**src/sweh_pkg.sv**
```systemverilog
`default_nettype none

package sweh_pkg;

    localparam int unsigned STAMP_W   = 48;
    localparam int unsigned WSEC_W    = 31;
    localparam int unsigned OUTCNT_W  = 7;
    localparam int unsigned USPS_W    = 20;
    localparam int unsigned WIN_US_W  = WSEC_W + USPS_W;
    localparam int unsigned THR_W     = WIN_US_W + 1;

    localparam logic [USPS_W-1:0] US_PER_SEC = USPS_W'(1000000);

    typedef enum logic [1:0] {
        OP_RECORD     = 2'd0,
        OP_EXPIRE     = 2'd1,
        OP_REC_EXPIRE = 2'd2,
        OP_COUNT      = 2'd3
    } t_op;

    typedef enum logic [2:0] {
        ST_IDLE,
        ST_MUL,
        ST_THR,
        ST_REC,
        ST_TRIM,
        ST_LOOKUP,
        ST_EXP,
        ST_CNT
    } t_state;

    typedef struct packed {
        logic [1:0]         operation;
        logic [STAMP_W-1:0] now_boottime_us;
        logic [STAMP_W-1:0] now_monotonic_us;
        logic [WSEC_W-1:0]  window_seconds;
        logic               clock_select;
    } t_in_word;

    typedef struct packed {
        logic [OUTCNT_W-1:0] events_in_window;
        logic [OUTCNT_W-1:0] events_held;
    } t_out_word;

    typedef struct packed {
        logic mul_en;
        logic thr_en;
    } t_wcmp_ctl;

endpackage

`default_nettype wire

```
**src/sweh_window_cmp.sv**
```systemverilog
`default_nettype none

// Window length in us, then threshold = now - window, then one stamp compare
// per cycle against the held threshold.
module sweh_window_cmp
    import sweh_pkg::*;
(
    input  wire                      i_clk,
    input  wire  t_wcmp_ctl          i_ctl,
    input  wire  [WSEC_W-1:0]        i_window_seconds,
    input  wire  [STAMP_W-1:0]       i_now_us,
    input  wire  [STAMP_W-1:0]       i_stamp_us,
    output logic                     o_stamp_gt,
    output logic                     o_stamp_ge
);

    logic        [WIN_US_W-1:0] r_window_us;
    logic signed [THR_W-1:0]    r_thr;
    logic signed [THR_W-1:0]    stamp_s;

    always_ff @(posedge i_clk) begin
        if (i_ctl.mul_en) begin
            r_window_us <= WIN_US_W'(i_window_seconds) * WIN_US_W'(US_PER_SEC);
        end
        if (i_ctl.thr_en) begin
            r_thr <= $signed({(THR_W - STAMP_W)'(0), i_now_us})
                   - $signed({1'b0, r_window_us});
        end
    end

    // elapsed < window  <=>  stamp > thr ; elapsed <= window  <=>  stamp >= thr
    assign stamp_s    = $signed({(THR_W - STAMP_W)'(0), i_stamp_us});
    assign o_stamp_gt = (stamp_s > r_thr);
    assign o_stamp_ge = (stamp_s >= r_thr);

endmodule

`default_nettype wire
```
**config.mk**
```make
export PLATFORM = sky130hd
export DESIGN_NAME = sweh_window_cmp
export DESIGN_NICKNAME = d
export VERILOG_FILES = /design/src/sweh_pkg.sv /design/src/sweh_window_cmp.sv
export SDC_FILE = /design/constraint.sdc
export NUM_CORES = 1
export LEC_CHECK = 0
export BUFFER_PORTS_ARGS = -buffer_cell sky130_fd_sc_hd__buf_2
export CAP_MARGIN = 20
export CORE_UTILIZATION = 40
export CTS_BUF_LIST = sky130_fd_sc_hd__clkbuf_4 sky130_fd_sc_hd__clkbuf_8 sky130_fd_sc_hd__clkbuf_16
export DETAILED_ROUTE_END_ITERATION = 16
export GPL_TIMING_DRIVEN = 0
export SLEW_MARGIN = 0
export SYNTH_ARGS = -nofsm -noshare
export SYNTH_HDL_FRONTEND = slang
export SYNTH_SLANG_ARGS = --single-unit
```
**constraint.sdc**
```tcl
create_clock -name i_clk -period 8.4 [get_ports i_clk]
set_input_delay 1.68 -clock i_clk [delete_from_list [all_inputs] [get_ports i_clk]]
set_output_delay 1.68 -clock i_clk [all_outputs]
set_load 0.005 [all_outputs]
```
# Word level (Yosys, flattened, before mapping)
# Cells that the tools add are included.
totals:
  mem_count: 0
  ram_bits: 0
  elab_cells: 6
  input_bits: 130
  ff_bits: 97
  latch_bits: 0
  mem_bits_ro: 0
op_classes:
  n_reduce_logical: 0
  n_bitwise: 0
  div: 0
  n_eq_ne: 0
  magnitude_cmp: 2
  muxes: 0
  n_shift: 0
  multipliers: 1
  addsub: 1
op_table:
  columns: ["op", "n"]
  rows:
  - ["$ge A49 B52 Y1", 1]
  - ["$gt A49 B52 Y1", 1]
  - ["$sub A48 B51 Y52", 1]
  - ["$mul A31 B14 Y45 const B", 1]

# Depth between registers and ports, before layout
logic_depth:
  word_depth: 1
  depth_mapped: 22
  ltp_nobuf: 22

# Worst setup path before layout
# Ideal clock, no wire load.
synth_timing:
  path_type: "input to register"
  startpoint: "input i_window_seconds[5]"
  endpoint: "register r_window_us[47] (data pin)"
  arrival_ps: 6732
  setup_ps: 266
  path_slack_ps: 1403
  path_stages: 21
  path_buffers: 1
  path_cell_list: "inv_1 -> fa_1 -> inv_1 -> fa_1 -> fa_1 -> fa_1 -> ha_1 -> inv_1 -> fa_1 -> inv_1 -> ha_1 -> clkbuf_1 -> a21o_1 -> a31o_2 -> nand2_1 -> o211ai_1 -> o211a_1 -> o21ai_1 -> o21ai_0 -> o41ai_1 -> xnor2_1"
synth_via:
  elab_chain_len: 1
synth_rtl:
  columns: ["item", "line", "source"]
  rows:
  - ["from (decl)", "sweh_window_cmp.sv:10", "input wire [WSEC_W-1:0] i_window_seconds,"]
  - ["$mul A31 B14 Y45", "sweh_window_cmp.sv:23", "r_window_us <= WIN_US_W'(i_window_seconds) * WIN_US_W'(US_PER_SEC);"]
  - ["to (signal assigned)", "sweh_window_cmp.sv:23", null]
  - ["to (decl)", "sweh_window_cmp.sv:17", "logic [WIN_US_W-1:0] r_window_us;"]
# No other way between the ends.
# A chain may end at the register's enable or synchronous reset.

# Worst setup path in the final report
layout_timing:
  startpoint: "input i_window_seconds[11]"
  endpoint: "register r_window_us[47] (data pin)"
# The elaborated chain is that of the path after synthesis.

==> results.py <==
metrics = {
    "final_layout": {
        "multi_input_area_um2": 9490,
        "antenna_cells": 0,
        "area_growth_pct": 11.6,
        "finalNetCount": 2053,
        "regArea_um2": 2910,
        "fillers": 3262,
        "design_area_um2": 15200,
        "drive_above_1_share": 0.107,
    },
    "cts": {
        "clkLatencyLatePin_ns": 0.35,
        "clkTransAtPathRegs_ns": 0.06,
        "cts_hold_buf": 0,
        "cts_setup_buffers": 0,
        "h-tree-depth": 3,
        "cts_tree": "yes",
        "cts-root-buf": "clkbuf_16",
        "clk_path_buf_depth": 2,
        "cts_buffers": 9,
        "cts_sinks": 97,
        "cts_resized": 0,
    },
    "sta": {
        "rsz0062_at_grt": "false",
        "finalCritPeriodShare": 0.871,
        "fin_setup_tns_ns": 0,
        "worst_pin_slew_ns": 0.937,
        "relSlewSlack": 0.375,
        "fin_crit_ns": 7.32,
        "setup_violations": 0,
        "slew_violations": 0,
        "hold_viol": 0,
        "max_freq_mhz": 137,
        "clock_skew_ns": 0.00578,
    },
    "worst_setup_path": {
        "critPathLaunchType": "input pin",
        "r2r_start": "r_window_us[8]$_DFFE_PP_",
        "critPathMaxFanout": 7,
        "r2r_setup_slack_ns": 5.04,
        "crit_path_end_kind": "flop",
        "crit_arrival_ns": 7.40,
        "crit_type": "in2reg",
        "reg2reg_to": "r_thr[38]$_DFFE_PP_",
        "worstPathRequired_ns": 8.49,
        "reg2reg_depth": 11,
    },
    "placement": {
        "gp_congestion": 0.839,
        "dpl_cell_area_um2": 14800,
        "hpwlAfterDp_um": 25000,
        "port_buffers": 131,
    },
    "floorplan": {
        "ios": 132,
        "core_area_um2": 33500,
        "start_util": 0.406,
        "die_h_um": 187,
        "rows": 67,
        "fp.dieW_um": 187,
        "die_area_um2": 34800,
    },
    "yosys": {
        "ys_ff_latch": 97,
        "netlist_area_um2": 13600,
        "ys_async_sr_fraction": 0,
        "netlist_instances": 1409,
        "avgSynthCellArea_um2": 9.67,
        "yosysSeqAreaShare": 0.214,
        "yosysWarnings": 0,
        "synth_ff_type": "edfxtp_1",
        "syn-num-nets": 1910,
        "ys_types": 64,
        "synth_enable_flop_cells": 97,
    },
    "grt": {
        "grt_use_total": 0.165,
        "grt_pass1_vias": 9884,
        "grt-ovfl-total": 0,
        "antenna_found_initial": 0,
        "grt_max_degree": 53,
        "grt_pass1_wl_um": 47500,
    },
    "drt": {
        "drtPass1Iterations": 5,
        "drt-initial-drc-count": 490,
        "drc": 0,
        "avgViaCountPerCell": 4.88,
        "wire_per_inst_um": 14.1,
        "drtAntennaViolNets": 0,
        "wl_um": 28300,
        "vias": 9788,
    },
    "min_path": {
        "worstHoldStart": "r_window_us[48]$_DFFE_PP_",
        "hp-class": "reg2reg",
        "holdPathStages": 2,
        "whs_endpoint": "r_thr[51]$_DFFE_PP_",
    },
    "status": {
        "outcome": "complete, no violations",
    },
    "run": {
        "cap_violations": 0,
    },
}
cell type report:
| cell class | instances | area share |
|---|---|---|
| clock inverter | 6 | 0.00748 |
| timing repair buffer | 132 | 0.0444 |
| clock buffer | 10 | 0.0153 |
| tap | 448 | 0.0368 |
| inverter | 289 | 0.0713 |
| buffer | 31 | 0.00938 |
| multi-input combinational | 992 | 0.624 |
| sequential | 97 | 0.191 |
Yosys cell counts (8+ instances only):
cell type,count,share of area
inv_1,289,0.080
nand2b_1,13,0.0060
nand2_1,57,0.016
a31oi_1,13,0.0060
a21o_1,57,0.031
nand4_1,32,0.015
nor3_1,12,0.0044
o211ai_1,8,0.0044
nor2_1,42,0.012
ha_1,240,0.22
nand3_1,22,0.0081
o21a_1,10,0.0055
a21oi_1,101,0.037
edfxtp_1,97,0.21
and3_1,13,0.0060
a211oi_1,10,0.0055
nor2b_1,12,0.0055
o21bai_1,18,0.0099
fa_1,131,0.19
xnor2_1,53,0.034
clkbuf_1,25,0.0069
xor2_1,26,0.017
o21ai_0,56,0.021
worst max-delay path, cell delays in order:
cell      delay (ns)
buf_2           0.15
inv_1           0.18
fa_1            0.57
inv_1           0.06
fa_1            0.50
fa_1            0.58
fa_1            0.44
ha_1            0.31
inv_1           0.05
fa_1            0.50
inv_1           0.04
ha_1            0.38
a21oi_1         0.22
o21bai_1        0.08
a21oi_1         0.23
o211ai_1        0.16
o211a_1         0.28
o21ai_1         0.23
o21ai_0         0.19
o41ai_1         0.45
xnor2_1         0.12
flip-flops by register name, indices dropped and copies added, names as in the netlist:
signal,cells
r_thr,52
r_window_us,45
cell families (layout without fill, tap and decap cells):
logic type	after synthesis	after routing	synth area share
buf+inv	320	468	0.0900
compound gates	313	313	0.147
fa+ha+maj	371	371	0.413
xor+xnor	79	79	0.0508
simple gates	229	229	0.0861
flops	97	97	0.214
layout by cell type (no fill, tap or decap), types with 12 or more instances in the layout:
master / Yosys / layout
inv_1: 289 / 289
ha_1: 240 / 240
buf_2: 3 / 134
fa_1: 131 / 131
a21oi_1: 101 / 101
edfxtp_1: 97 / 97
nand2_1: 57 / 57
a21o_1: 57 / 57
o21ai_0: 56 / 56
xnor2_1: 53 / 53
nor2_1: 42 / 42
nand4_1: 32 / 32
xor2_1: 26 / 26
clkbuf_1: 25 / 25
nand3_1: 22 / 22
o21bai_1: 18 / 18
and3_1: 13 / 13
a31oi_1: 13 / 13
nand2b_1: 13 / 13
nor3_1: 12 / 12
nor2b_1: 12 / 12
stage by stage:
stage | hold slack, ns | utilization | instances | worst slack [ns]
finish | 0.679 | 0.454 | 2005 | 1.08
global route | 0.715 | 0.454 | 2005 | 0.831
CTS | 0.685 | 0.453 | 2004 | 1.09
detailed placement | 0.666 | 0.443 | 1988 | 0.729
global placement | 0.655 | 0.443 | 1988 | 0.776
floorplan | 0.577 | - | 1409 | 1.40
metal layers:
layer,track usage,vias to the layer above,share of wire
met2,0.280,133,0.47
met3,0.0154,12,0.022
li1,-,5092,-
met4,0.0309,0,0.0094
met1,0.231,4551,0.50
met5,0,-,0
worst max path at each step:
stage / depth (start not counted) / slack, ns / start / to
6_report: 21 / 1.08 / i_window_seconds[11] / r_window_us[47]$_DFFE_PP_
5_1_grt: 21 / 0.83 / i_window_seconds[11] / r_window_us[47]$_DFFE_PP_
4_1_cts: 21 / 1.09 / i_window_seconds[11] / r_window_us[47]$_DFFE_PP_
3_5_place_dp: 21 / 0.73 / i_window_seconds[11] / r_window_us[47]$_DFFE_PP_
3_3_place_gp: 22 / 0.78 / i_window_seconds[5] / r_window_us[47]$_DFFE_PP_
2_1_floorplan: 21 / 1.40 / i_window_seconds[5] / r_window_us[47]$_DFFE_PP_
Power is left out: the tool's default activity adds up to more than one toggle a clock period on the data nets, which glitch-free logic cannot reach.
